--- src/sv/rgb_image_rms_difference_core_macros.svh ---
// Assertion macros shared by the RMS difference core modules.
// Expects a clock named clk and an active-low reset named rst_n in scope.
`ifndef RGB_IMAGE_RMS_DIFFERENCE_CORE_MACROS_SVH
`define RGB_IMAGE_RMS_DIFFERENCE_CORE_MACROS_SVH

// Property holds at every clock edge outside reset.
`define RMSD_ASSERT(label, prop, msg) \
  label: assert property (@(posedge clk) disable iff (!rst_n) (prop)) else $error(msg);

// Consequent holds in the cycle after the antecedent.
`define RMSD_ASSERT_NEXT(label, ante, cons, msg) \
  label: assert property (@(posedge clk) disable iff (!rst_n) (ante) |=> (cons)) else $error(msg);

`endif

--- src/sv/rmsd_pkg.sv ---
// Types and constants of the RGB RMS difference core.
// Used by rmsd_ctrl, rmsd_dp and the top level; depends on nothing.
`default_nettype none

package rmsd_pkg;

  localparam int DIM_W      = 13;
  localparam int CH_W       = 8;
  localparam int ADD_W      = 18;  // three squared 8-bit differences
  localparam int SUM_W      = 42;
  localparam int WH_W       = 2 * DIM_W;
  localparam int DEN_W      = 44;  // 3 * 255^2 * w * h
  localparam int Q_W        = 32;
  localparam int ROOT_W     = 16;
  localparam int SREM_W     = ROOT_W + 2;
  localparam int RMS_W      = 17;
  localparam int CNT_W      = 5;
  localparam int IN_DATA_W  = 48;
  localparam int OUT_DATA_W = 24;
  localparam int CFG_ADDR_W = 2;

  localparam int DIV_STEPS  = Q_W;
  localparam int SQRT_STEPS = ROOT_W;

  localparam logic [DEN_W-1:0] SCALE   = DEN_W'(195075);  // 3 * 255 * 255
  localparam logic [RMS_W-1:0] ONE_Q16 = RMS_W'(65536);

  localparam logic [CFG_ADDR_W-1:0] REG_FIRST_WIDTH   = 2'd0;
  localparam logic [CFG_ADDR_W-1:0] REG_FIRST_HEIGHT  = 2'd1;
  localparam logic [CFG_ADDR_W-1:0] REG_SECOND_WIDTH  = 2'd2;
  localparam logic [CFG_ADDR_W-1:0] REG_SECOND_HEIGHT = 2'd3;

  typedef enum logic [2:0] {
    ST_ACCUM,
    ST_FLUSH,
    ST_SCALE,
    ST_CHECK,
    ST_DIV,
    ST_SQRT,
    ST_DONE
  } state_t;

  typedef struct packed {
    logic take;       // input beat accepted
    logic ld_wh;      // load overlap area
    logic ld_den;     // load scaled denominator
    logic check;      // decide saturation, start division, clear sum
    logic div_step;   // one quotient bit
    logic sqrt_step;  // one root bit
    logic ld_out;     // load output register
  } cmd_t;

  typedef struct packed {
    logic sat;        // result is 1.0 without division
    logic out_free;   // output register can take a result
  } status_t;

endpackage

`default_nettype wire

--- src/sv/rmsd_ctrl.sv ---
// Controller of the RMS difference core: input gating and the final
// divide and square-root sequence. Depends on rmsd_pkg and the macro header.
`default_nettype none
`include "rgb_image_rms_difference_core_macros.svh"

module rmsd_ctrl (
  input  wire                  clk,
  input  wire                  rst_n,
  input  wire                  in_tvalid,
  input  wire                  in_tlast,
  output logic                 in_tready,
  input  rmsd_pkg::status_t    status,
  output rmsd_pkg::cmd_t       cmd
);

  rmsd_pkg::state_t               state_r, state_nxt;
  logic [rmsd_pkg::CNT_W-1:0]     cnt_r, cnt_nxt;

  always_ff @(posedge clk) begin
    if (!rst_n) begin
      state_r <= rmsd_pkg::ST_ACCUM;
      cnt_r   <= '0;
    end else begin
      state_r <= state_nxt;
      cnt_r   <= cnt_nxt;
    end
  end

  always_comb begin
    state_nxt = state_r;
    cnt_nxt   = cnt_r;
    in_tready = 1'b0;
    cmd       = '0;
    unique case (state_r)
      rmsd_pkg::ST_ACCUM: begin
        in_tready = 1'b1;
        cmd.take  = in_tvalid;
        if (in_tvalid && in_tlast) begin
          state_nxt = rmsd_pkg::ST_FLUSH;
        end
      end
      rmsd_pkg::ST_FLUSH: begin
        // last beat drains into the sum this cycle
        cmd.ld_wh = 1'b1;
        state_nxt = rmsd_pkg::ST_SCALE;
      end
      rmsd_pkg::ST_SCALE: begin
        cmd.ld_den = 1'b1;
        state_nxt  = rmsd_pkg::ST_CHECK;
      end
      rmsd_pkg::ST_CHECK: begin
        cmd.check = 1'b1;
        cnt_nxt   = '0;
        state_nxt = status.sat ? rmsd_pkg::ST_DONE : rmsd_pkg::ST_DIV;
      end
      rmsd_pkg::ST_DIV: begin
        cmd.div_step = 1'b1;
        if (cnt_r == rmsd_pkg::CNT_W'(rmsd_pkg::DIV_STEPS - 1)) begin
          cnt_nxt   = '0;
          state_nxt = rmsd_pkg::ST_SQRT;
        end else begin
          cnt_nxt = cnt_r + 1'b1;
        end
      end
      rmsd_pkg::ST_SQRT: begin
        cmd.sqrt_step = 1'b1;
        if (cnt_r == rmsd_pkg::CNT_W'(rmsd_pkg::SQRT_STEPS - 1)) begin
          cnt_nxt   = '0;
          state_nxt = rmsd_pkg::ST_DONE;
        end else begin
          cnt_nxt = cnt_r + 1'b1;
        end
      end
      rmsd_pkg::ST_DONE: begin
        // hold until the output register frees up
        if (status.out_free) begin
          cmd.ld_out = 1'b1;
          state_nxt  = rmsd_pkg::ST_ACCUM;
        end
      end
      default: begin
        state_nxt = rmsd_pkg::ST_ACCUM;
      end
    endcase
  end

  `RMSD_ASSERT_NEXT(a_last_stalls_input, in_tvalid && in_tready && in_tlast, !in_tready, "input taken after last beat")
  `RMSD_ASSERT(a_sqrt_cnt_bound, (state_r == rmsd_pkg::ST_SQRT) |-> (cnt_r < rmsd_pkg::CNT_W'(rmsd_pkg::SQRT_STEPS)), "root step count overrun")
  `RMSD_ASSERT(a_one_cmd, $onehot0({cmd.ld_wh, cmd.ld_den, cmd.check, cmd.div_step, cmd.sqrt_step, cmd.ld_out, cmd.take}), "conflicting datapath commands")

endmodule

`default_nettype wire

--- src/sv/rmsd_dp.sv ---
// Datapath of the RMS difference core: configuration registers, squared
// difference accumulator, restoring divider, bit-serial square root, output
// register. Depends on rmsd_pkg and the macro header.
`default_nettype none
`include "rgb_image_rms_difference_core_macros.svh"

module rmsd_dp #(
  parameter int unsigned MAX_WIDTH  = 4096,
  parameter int unsigned MAX_HEIGHT = 4096
) (
  input  wire                                   clk,
  input  wire                                   rst_n,
  input  wire                                   cfg_wr_en,
  input  wire  [rmsd_pkg::CFG_ADDR_W-1:0]       cfg_addr,
  input  wire  [rmsd_pkg::DIM_W-1:0]            cfg_wr_data,
  input  wire  [rmsd_pkg::IN_DATA_W-1:0]        in_tdata,
  output logic                                  out_tvalid,
  input  wire                                   out_tready,
  output logic [rmsd_pkg::OUT_DATA_W-1:0]       out_tdata,
  input  rmsd_pkg::cmd_t                        cmd,
  output rmsd_pkg::status_t                     status
);

  localparam int DW = rmsd_pkg::DIM_W;

  logic [DW-1:0] fw_r, fh_r, sw_r, sh_r;

  always_ff @(posedge clk) begin
    if (!rst_n) begin
      fw_r <= DW'(1);
      fh_r <= DW'(1);
      sw_r <= DW'(1);
      sh_r <= DW'(1);
    end else if (cfg_wr_en) begin
      unique case (cfg_addr)
        rmsd_pkg::REG_FIRST_WIDTH:   fw_r <= cfg_wr_data;
        rmsd_pkg::REG_FIRST_HEIGHT:  fh_r <= cfg_wr_data;
        rmsd_pkg::REG_SECOND_WIDTH:  sw_r <= cfg_wr_data;
        rmsd_pkg::REG_SECOND_HEIGHT: sh_r <= cfg_wr_data;
        default: ;
      endcase
    end
  end

  // Squared channel differences, one stage ahead of the accumulator
  function automatic logic [2*rmsd_pkg::CH_W-1:0] sq_diff(
    input logic [rmsd_pkg::CH_W-1:0] a,
    input logic [rmsd_pkg::CH_W-1:0] b
  );
    logic [rmsd_pkg::CH_W-1:0] d;
    d = (a > b) ? (a - b) : (b - a);
    return d * d;
  endfunction

  logic                          s1_valid_r;
  logic [rmsd_pkg::ADD_W-1:0]    s1_add_r, s1_add_nxt;

  assign s1_add_nxt = rmsd_pkg::ADD_W'(sq_diff(in_tdata[7:0],   in_tdata[31:24]))
                    + rmsd_pkg::ADD_W'(sq_diff(in_tdata[15:8],  in_tdata[39:32]))
                    + rmsd_pkg::ADD_W'(sq_diff(in_tdata[23:16], in_tdata[47:40]));

  always_ff @(posedge clk) begin
    if (!rst_n) begin
      s1_valid_r <= 1'b0;
    end else begin
      s1_valid_r <= cmd.take;
    end
  end

  always_ff @(posedge clk) begin
    if (cmd.take) begin
      s1_add_r <= s1_add_nxt;
    end
  end

  // Saturating sum of squared differences
  logic [rmsd_pkg::SUM_W-1:0] sum_r, sum_nxt;
  logic [rmsd_pkg::SUM_W:0]   sum_wide;

  assign sum_wide = {1'b0, sum_r} + (rmsd_pkg::SUM_W + 1)'(s1_add_r);

  always_comb begin
    sum_nxt = sum_r;
    priority if (cmd.check) begin
      sum_nxt = '0;
    end else if (s1_valid_r) begin
      sum_nxt = sum_wide[rmsd_pkg::SUM_W] ? '1 : sum_wide[rmsd_pkg::SUM_W-1:0];
    end
  end

  always_ff @(posedge clk) begin
    if (!rst_n) begin
      sum_r <= '0;
    end else begin
      sum_r <= sum_nxt;
    end
  end

  // Overlap size, clamped, and the scaled denominator 3 * 255^2 * w * h
  logic [DW-1:0]                 w_min, h_min, w_cl, h_cl;
  logic [rmsd_pkg::WH_W-1:0]     wh_r;
  logic [rmsd_pkg::DEN_W-1:0]    den_r;

  assign w_min = (fw_r < sw_r) ? fw_r : sw_r;
  assign h_min = (fh_r < sh_r) ? fh_r : sh_r;
  assign w_cl  = (32'(w_min) > MAX_WIDTH)  ? DW'(MAX_WIDTH)  : w_min;
  assign h_cl  = (32'(h_min) > MAX_HEIGHT) ? DW'(MAX_HEIGHT) : h_min;

  always_ff @(posedge clk) begin
    if (cmd.ld_wh) begin
      wh_r <= rmsd_pkg::WH_W'(w_cl) * rmsd_pkg::WH_W'(h_cl);
    end
    if (cmd.ld_den) begin
      den_r <= rmsd_pkg::DEN_W'(wh_r) * rmsd_pkg::SCALE;
    end
  end

  // Mismatch uses the raw register values
  logic [DW-1:0] dw_abs, dh_abs;
  logic          mism, den_zero, too_big, sat_now;

  assign dw_abs   = (fw_r > sw_r) ? (fw_r - sw_r) : (sw_r - fw_r);
  assign dh_abs   = (fh_r > sh_r) ? (fh_r - sh_r) : (sh_r - fh_r);
  assign mism     = (dw_abs > DW'(1)) || (dh_abs > DW'(1));
  assign den_zero = (den_r == '0);
  // sum >= den means the quotient reaches 2^32, so the root saturates
  assign too_big  = (rmsd_pkg::DEN_W'(sum_r) >= den_r);
  assign sat_now  = mism || den_zero || too_big;

  // Restoring division of sum * 2^32 by den, then root of the quotient
  logic                          sat_r, mism_r;
  logic [rmsd_pkg::DEN_W-1:0]    rem_r;
  logic [rmsd_pkg::Q_W-1:0]      q_r;
  logic [rmsd_pkg::SREM_W-1:0]   srem_r;
  logic [rmsd_pkg::ROOT_W-1:0]   root_r;
  logic [rmsd_pkg::DEN_W:0]      div_sh;
  logic                          div_ge;
  logic [rmsd_pkg::SREM_W+1:0]   sq_cur, sq_trial;
  logic                          sq_ge;

  assign div_sh   = {rem_r, 1'b0};
  assign div_ge   = (div_sh >= {1'b0, den_r});
  assign sq_cur   = {srem_r, q_r[rmsd_pkg::Q_W-1 -: 2]};
  assign sq_trial = {2'b00, root_r, 2'b01};
  assign sq_ge    = (sq_cur >= sq_trial);

  always_ff @(posedge clk) begin
    unique if (cmd.check) begin
      sat_r  <= sat_now;
      mism_r <= mism;
      rem_r  <= rmsd_pkg::DEN_W'(sum_r);
      srem_r <= '0;
      root_r <= '0;
    end else if (cmd.div_step) begin
      rem_r <= div_ge ? rmsd_pkg::DEN_W'(div_sh - {1'b0, den_r})
                      : rmsd_pkg::DEN_W'(div_sh);
      q_r   <= {q_r[rmsd_pkg::Q_W-2:0], div_ge};
    end else if (cmd.sqrt_step) begin
      srem_r <= sq_ge ? rmsd_pkg::SREM_W'(sq_cur - sq_trial)
                      : rmsd_pkg::SREM_W'(sq_cur);
      root_r <= {root_r[rmsd_pkg::ROOT_W-2:0], sq_ge};
      q_r    <= {q_r[rmsd_pkg::Q_W-3:0], 2'b00};
    end else begin
    end
  end

  // Output register
  logic                        out_valid_r;
  logic [rmsd_pkg::RMS_W-1:0]  out_rms_r;
  logic                        out_mism_r;

  always_ff @(posedge clk) begin
    if (!rst_n) begin
      out_valid_r <= 1'b0;
    end else if (cmd.ld_out) begin
      out_valid_r <= 1'b1;
    end else if (out_tready) begin
      out_valid_r <= 1'b0;
    end
  end

  always_ff @(posedge clk) begin
    if (cmd.ld_out) begin
      out_rms_r  <= sat_r ? rmsd_pkg::ONE_Q16 : {1'b0, root_r};
      out_mism_r <= mism_r;
    end
  end

  assign out_tvalid      = out_valid_r;
  assign out_tdata       = {6'd0, out_mism_r, out_rms_r};
  assign status.sat      = sat_now;
  assign status.out_free = !out_valid_r || out_tready;

  `RMSD_ASSERT_NEXT(a_sum_cleared, cmd.check, sum_r == '0, "sum not cleared after result")
  `RMSD_ASSERT(a_root_rem_bound, cmd.sqrt_step |-> (srem_r <= {1'b0, root_r, 1'b0}), "root remainder out of range")
  `RMSD_ASSERT(a_rms_bound, out_valid_r |-> (out_rms_r <= rmsd_pkg::ONE_Q16), "result above 1.0")

endmodule

`default_nettype wire

--- src/sv/rgb_image_rms_difference_core.sv ---
// RGB image RMS difference core: accumulates squared channel differences of
// pixel pairs and reports the normalised RMS difference on the last beat.
// Instantiates rmsd_ctrl and rmsd_dp; depends on rmsd_pkg.
//
// Usage:
//   Write the four image sizes through cfg_wr_en/cfg_addr/cfg_wr_data while
//   idle (index 0 first width, 1 first height, 2 second width, 3 second
//   height). Then stream the overlap region row by row on the in_ channel,
//   one pixel pair a beat, with in_tlast on the final pair.
//   Ordinary beats are taken one per cycle. After the last beat in_tready
//   drops for the final sequence: the set-up states FLUSH, SCALE and CHECK,
//   restoring division (one quotient bit a cycle) and square root (one root
//   bit a cycle), then the output register is loaded and out_tvalid rises;
//   a size mismatch, an empty overlap or a saturated sum skip both the
//   division and the square root.
//   The result waits in the output register while new beats are taken; if a
//   further last beat finishes before it is taken, the core holds until
//   out_tready frees the register.
//   Reset (rst_n low, synchronous) clears the sum, sets all sizes to 1 and
//   empties the output register.
`default_nettype none

module rgb_image_rms_difference_core #(
  parameter int unsigned MAX_WIDTH  = 4096,
  parameter int unsigned MAX_HEIGHT = 4096
) (
  input  wire                                clk,
  input  wire                                rst_n,
  input  wire                                cfg_wr_en,
  input  wire  [rmsd_pkg::CFG_ADDR_W-1:0]    cfg_addr,
  input  wire  [rmsd_pkg::DIM_W-1:0]         cfg_wr_data,
  input  wire                                in_tvalid,
  output logic                               in_tready,
  // first_red, first_green, first_blue, second_red, second_green, second_blue
  input  wire  [rmsd_pkg::IN_DATA_W-1:0]     in_tdata,
  input  wire                                in_tlast,   // last_pixel
  output logic                               out_tvalid,
  input  wire                                out_tready,
  // rms_difference [16:0], dims_mismatch [17], zero fill [23:18]
  output logic [rmsd_pkg::OUT_DATA_W-1:0]    out_tdata
);

  rmsd_pkg::cmd_t    cmd;
  rmsd_pkg::status_t status;

  rmsd_ctrl u_ctrl (
    .clk       (clk),
    .rst_n     (rst_n),
    .in_tvalid (in_tvalid),
    .in_tlast  (in_tlast),
    .in_tready (in_tready),
    .status    (status),
    .cmd       (cmd)
  );

  rmsd_dp #(
    .MAX_WIDTH  (MAX_WIDTH),
    .MAX_HEIGHT (MAX_HEIGHT)
  ) u_dp (
    .clk         (clk),
    .rst_n       (rst_n),
    .cfg_wr_en   (cfg_wr_en),
    .cfg_addr    (cfg_addr),
    .cfg_wr_data (cfg_wr_data),
    .in_tdata    (in_tdata),
    .out_tvalid  (out_tvalid),
    .out_tready  (out_tready),
    .out_tdata   (out_tdata),
    .cmd         (cmd),
    .status      (status)
  );

endmodule

`default_nettype wire

--- config.mk ---
export PLATFORM = sky130hd
export DESIGN_NAME = rgb_image_rms_difference_core
export DESIGN_NICKNAME = d
export VERILOG_FILES = /design/src/sv/rmsd_pkg.sv /design/src/sv/rmsd_ctrl.sv /design/src/sv/rmsd_dp.sv /design/src/sv/rgb_image_rms_difference_core.sv
export VERILOG_INCLUDE_DIRS = /design/src /design/src/sv
export SDC_FILE = /design/constraint.sdc
export NUM_CORES = 2
export LEC_CHECK = 0
export BUFFER_PORTS_ARGS = -buffer_cell sky130_fd_sc_hd__buf_2
export CAP_MARGIN = 20
export CORE_UTILIZATION = 30
export DETAILED_ROUTE_END_ITERATION = 6
export GPL_TIMING_DRIVEN = 0
export SLEW_MARGIN = 5
export SYNTH_ARGS = -nofsm -noshare
export SYNTH_HDL_FRONTEND = slang
export SYNTH_SLANG_ARGS = --single-unit
--- constraint.sdc ---
create_clock -name clk -period 14.2 [get_ports clk]
set_input_delay 2.13 -clock clk [delete_from_list [all_inputs] [get_ports clk]]
set_output_delay 2.13 -clock clk [all_outputs]
set_load 0.01 [all_outputs]
# == Yosys cells after proc, flatten, opt, wreduce, memory -nomap -nowiden ==
# Index checks and enable logic that the tools add are counted.
# totals
input_bits,69
word_cells,133
out_inout_bits,26
reg_bits,322
# classes
magnitude_cmp,14
bitwise,3
n_reduce_logical,21
n_addsub,16
n_eq_ne,15
muxes,37
multipliers,5
# ops
cell,n
$mux W42,3
$mux W13,6
$mux W32,2
$sub A13 B13 Y13,4
$mul A8 B8 Y16,3
$sub A8 B8 Y8,6
$ge A45 B44 Y1,1
$ge A42 B44 Y1,1
$logic_not A44 Y1,1
$mul A26 B18 Y44 const B,1
$mux W44,1
$sub A44 B44 Y44,1
$add A42 B18 Y43,1
$gt A13 B1 Y1 const B,2
$gt A13 B13 Y1,2
$gt A13 B13 Y1 const B,2
$lt A13 B13 Y1,2
$mul A13 B13 Y26,1
$gt A8 B8 Y1,3
$mux W8,3
$pmux W3 S7,1
$ge A20 B18 Y1,1
$add A18 B16 Y18,1
$mux W18,1
29 further kinds,61

# == Longest topological paths before layout ==
# depth
word_depth,8
ltp_mapped,45
ltp_nobuf,45

# == Modules after synthesis ==
# From an unflattened synthesis, not the netlist that was laid out.
# unflattened
hier_cells,4513
area_unflattened_um2,40832.9
# by_module_without_submodules
module,instances,area_each_um2,seq_area_each_um2,cells_per_inst
rmsd_dp,1,40286.1,8107.8,4443
rmsd_ctrl,1,546.8,160.2,70

# == Least setup slack after synthesis ==
# Ideal clock, no wire load.
# synth_path
path_type,input to register
startpoint,input in_tdata[0] (netlist name)
endpoint,register u_dp.s1_add_r[16] (netlist name) (data pin)
slack_ps,1738
arrival_ps,12326
path_stages,43
path_buffers,0
required_ps,14065
setup_time_ps,135
path_cell_list,inv_1 > ha_1 > inv_1 > fa_1 > a21o_1 > a21o_1 > a21o_1 > a21o_1 > a21o_1 > a21oi_1 > nor2_1 > mux2_2 > xnor2_1 > inv_1 > nor2_1 > fa_1 > inv_1 > fa_1 > [7 not listed] > ha_1 > a21oi_1 > xnor2_1 > fa_1 > fa_1 > inv_1 > fa_1 > inv_1 > fa_1 > inv_1 > ha_1 > a21oi_1 > o21ai_0 > a21oi_1 > o21ai_0 > or4_1 > a211o_1 > nand3_1
# synth_between
elab_chain_cells,5
word_cells_on_any_way,7
cone_classes,4 x add/sub; 1 x mul; 1 x order compare; 1 x mux
# synth_rtl
item,line,text
"start, declared",rgb_image_rms_difference_core.sv:35,"input wire [rmsd_pkg::IN_DATA_W-1:0] in_tdata,"
$sub A8 B8 Y8 or $gt A8 B8 Y1 (tied branches),rmsd_dp.sv:51,d = (a > b) ? (a - b) : (b - a);
$mux W8 (*),rmsd_dp.sv:51,
$mul A8 B8 Y16 (*),rmsd_dp.sv:52,return d * d;
$add A16 B16 Y17 (*),rmsd_dp.sv:59,"+ rmsd_pkg::ADD_W'(sq_diff(in_tdata[15:8], in_tdata[39:32]))"
$add A18 B16 Y18 (*),rmsd_dp.sv:60,"+ rmsd_pkg::ADD_W'(sq_diff(in_tdata[23:16], in_tdata[47:40]));"
"via u_dp.s1_add_nxt, one bit",rmsd_dp.sv:56,"logic [rmsd_pkg::ADD_W-1:0] s1_add_r, s1_add_nxt;"
"end signal, assigned",rmsd_dp.sv:72,s1_add_r <= s1_add_nxt;
"end, declared",rmsd_dp.sv:56,
# Mark *: on every way through the listed nets, which the timed path passes. The rest lies on a longest branch.
# A chain may end at the register's enable or synchronous reset.

# == Final worst setup path ==
# layout_path
startpoint,input in_tdata[0] (netlist name)
endpoint,register u_dp.s1_add_r[17] (netlist name) (data pin)
# Same word-level chain as after synthesis.

==> results by group <==
Critical path
  • Startpoint Class: primary input
  • CP Capture Type: flip-flop
  • Worst r2r src: u_dp.sw_r[1]
  • WP data required: 14.48 ns
  • Slowest cell on crit path: xnor2_1
  • Most common cell on crit path: fa_1
  • Critical path type: primary input to flip-flop
  • Max FO, Critical Path: 7
  • Arrival time at the worst endpoint: 13.62 ns
  • Setup crit start: in_tdata[0]
  • Critical Path Max Stage Delay: 0.59 ns

Global route
  • Antenna violations before repair: 2
  • Largest net degree at the start of global routing: 36
  • Vias in the first global route: 31874
  • Global route total overflow: 0
  • First-pass GRT wire length: 168 mm
  • GRT Util Overall: 0.149

Timing
  • Fin crit period: 13.35 ns
  • Setup TNS: 0 ns
  • Endpoints failing setup: 0
  • Slew HR: 0.259
  • Post-route clock period utilization: 0.940
  • Max Slew Vio Count: 0
  • Worst Tran Pin Value: 1.09 ns
  • RSZ-0062 raised after global routing: false
  • Fin Clk Skew: 0.0336 ns
  • Fin. Hold Viols: 0
  • Max Clk Rate: 0.0749 GHz

Route
  • Drc violations: 2
  • WL final: 104 mm
  • Max layer used: met4
  • Metal1 wirelength: 49.4 mm
  • Met2 Wirelength: 46.9 mm
  • DR vias/cell: 4.89
  • 1st-pass router iterations: 7
  • DR WL/cell: 15.8 um
  • Routed Antenna Nets: 0
  • Routed vias: 32353
  • Met3 wire length: 5.47 mm
  • DR iter-0 viols: 2143

Placement
  • DP HPWL: 86.4 mm
  • Placed cell area: 0.0440 mm^2
  • RD Place Congestion: 0.935
  • IO Port Bufs: 88

Hold path
  • Min-delay src: u_dp.mism_r
  • HP Class: flip-flop to flip-flop

Clocking
  • CTS Hold Bufs: 0
  • Clock transition at path regs: 0.06 ns
  • Post-CTS sizing: 0
  • CTS Buf Count: 37
  • Worst skew pair latency: 0.58 ns
  • Post-CTS Setup Inserts: 0
  • Clk buf depth: 3
  • Clock Root Buffer: clkbuf_16
  • TritonCTS clock tree: yes
  • Htree depth: 2
  • CTS Sinks: 322

Synth
  • Top_reg_cell synth: edfxtp_1
  • Post-synthesis async set-or-reset flop share: 0
  • Warnings from Yosys: 0
  • Synthesized area per cell: 8.84 um^2
  • Number of library cell types mapped by synthesis: 90
  • Post-synthesis sequential area ratio: 0.201
  • Synthesized instance count: 4658
  • Synthesized flop and latch total: 322
  • Syn Std Cell Area: 0.0412 mm^2
  • Post-synth EDFFs: 182

Floorplan
  • Rows: 135
  • Initial Util: 0.303
  • Die span in y: 373 um
  • DIE WIDTH: 373 um
  • Placeable Area: 0.136 mm^2
  • Die ar.: 0.139 mm^2
  • I/O pin count: 95

Layout
  • Design Area, Final: 0.0452 mm^2
  • Area delta synth->final: 9.80%
  • Layout cells sized above 1: 0.0563
  • Most frequent cells in the layout: inv_1 (721), ha_1 (581), nand2_1 (516), fa_1 (401), nor2_1 (357)
  • NumNets Final: 5851
  • Commonest non-fill, non-tap cell in the layout: inv_1

Job
  • Max-cap violations: 0

Outcome
  • Violated checks: design-rule violations
  • Status: finished, violations left
critical path, delay by kind of cell:
family / cells / cell delay (ns)
adders and majority gates: 14 / 6.06
AOI/OAI and AO/OA: 14 / 2.99
and+or+nand+nor: 2 / 0.41
xor gates and xnor gates: 2 / 0.79
buffers and inverters: 11 / 0.91
muxes: 1 / 0.33
metrics by stage:
stage,hold WS (ns),util,setup slack (ns),std cells
final,0.454,0.333,0.854,6612
after global routing,0.474,0.333,0.149,6610
after CTS,0.468,0.333,0.893,6609
after detailed placement,0.446,0.324,0.328,6541
after global placement,0.442,0.323,0.398,6532
after floorplan,0.400,-,1.74,4663
routing by layer:
| layer | up-vias | GRT usage |
|---|---|---|
| met5 | - | 0 |
| met4 | 0 | 0.0366 |
| met3 | 148 | 0.0190 |
| met2 | 755 | 0.241 |
| met1 | 15533 | 0.210 |
| li1 | 15917 | - |
Yosys cell counts, drive strengths merged, types with 15 or more instances:
cell    number  area, um^2
inv        723        2710
ha         581        7270
nand2      516        1940
fa         401        8030
nor2       357        1340
a21oi      264        1330
edfxtp     182        5470
o21ai      161         806
dfxtp      140        2800
xnor2      139        1220
a21o       131         988
clkbuf     115         482
nor3        73         365
a21boi      66         495
a31oi       62         394
nand2b      56         350
xor2        55         482
mux2i       52         521
nand3       52         265
nand4       45         282
nor4        38         238
o21bai      37         282
buf         36         245
or2         35         219
o21a        34         255
and3        33         208
nor2b       31         194
a211oi      21         163
and2        20         126
o211ai      17         128
o31ai       15         113
or3         15        93.8
sequential cells by signal, summed over array words and instances, names as in the netlist:
name / cells
u_dp.s1_valid_r: 1
u_dp.rem_r: 44
u_dp.root_r: 16
u_dp.fh_r: 13
u_dp.sat_r: 1
u_dp.srem_r: 18
u_dp.out_mism_r: 1
u_dp.fw_r: 13
u_dp.out_rms_r: 17
u_ctrl.cnt_r: 5
u_dp.s1_add_r: 18
u_dp.sh_r: 13
u_dp.sw_r: 13
u_dp.q_r: 32
u_dp.mism_r: 1
u_ctrl.state_r: 3
u_dp.den_r: 44
u_dp.wh_r: 26
u_dp.sum_r: 42
u_dp.out_tvalid: 1
cells by family after synthesis:
| logic type | count (synthesis) | share of synthesized area |
|---|---|---|
| and+or+nand+nor | 1310 | 0.144 |
| adders and majority gates | 982 | 0.371 |
| AOI/OAI and AO/OA | 916 | 0.144 |
| buffers and inverters | 874 | 0.0835 |
| DFF | 322 | 0.201 |
| xor gates and xnor gates | 194 | 0.0413 |
| muxes | 59 | 0.0146 |
| other | 1 | 0.0000911 |
worst paths after layout:
| path | end | slack, ns | cells after the start |
|---|---|---|---|
| max reg2reg | u_dp.wh_r[24] | 4.14 | 32 |
| min reg2reg | u_dp.out_mism_r | 0.45 | 0 |
| max | u_dp.s1_add_r[17] | 0.85 | 44 |
| min | u_dp.out_mism_r | 0.45 | 0 |
layout make-up:
class                   count  area [um^2]
clock inverters            20          170
repair buffers             98          549
multi-input cells        3467        29500
diodes                      2         5.00
inverters                 723         2710
fillers                 14198        90600
clock buffers              48         1050
plain buffers             151          727
flip-flops and latches    322         8270
well taps                1781         2230
Power is left out: the tool's default activity adds up to more than one toggle a clock period on the data nets, which glitch-free logic cannot reach.
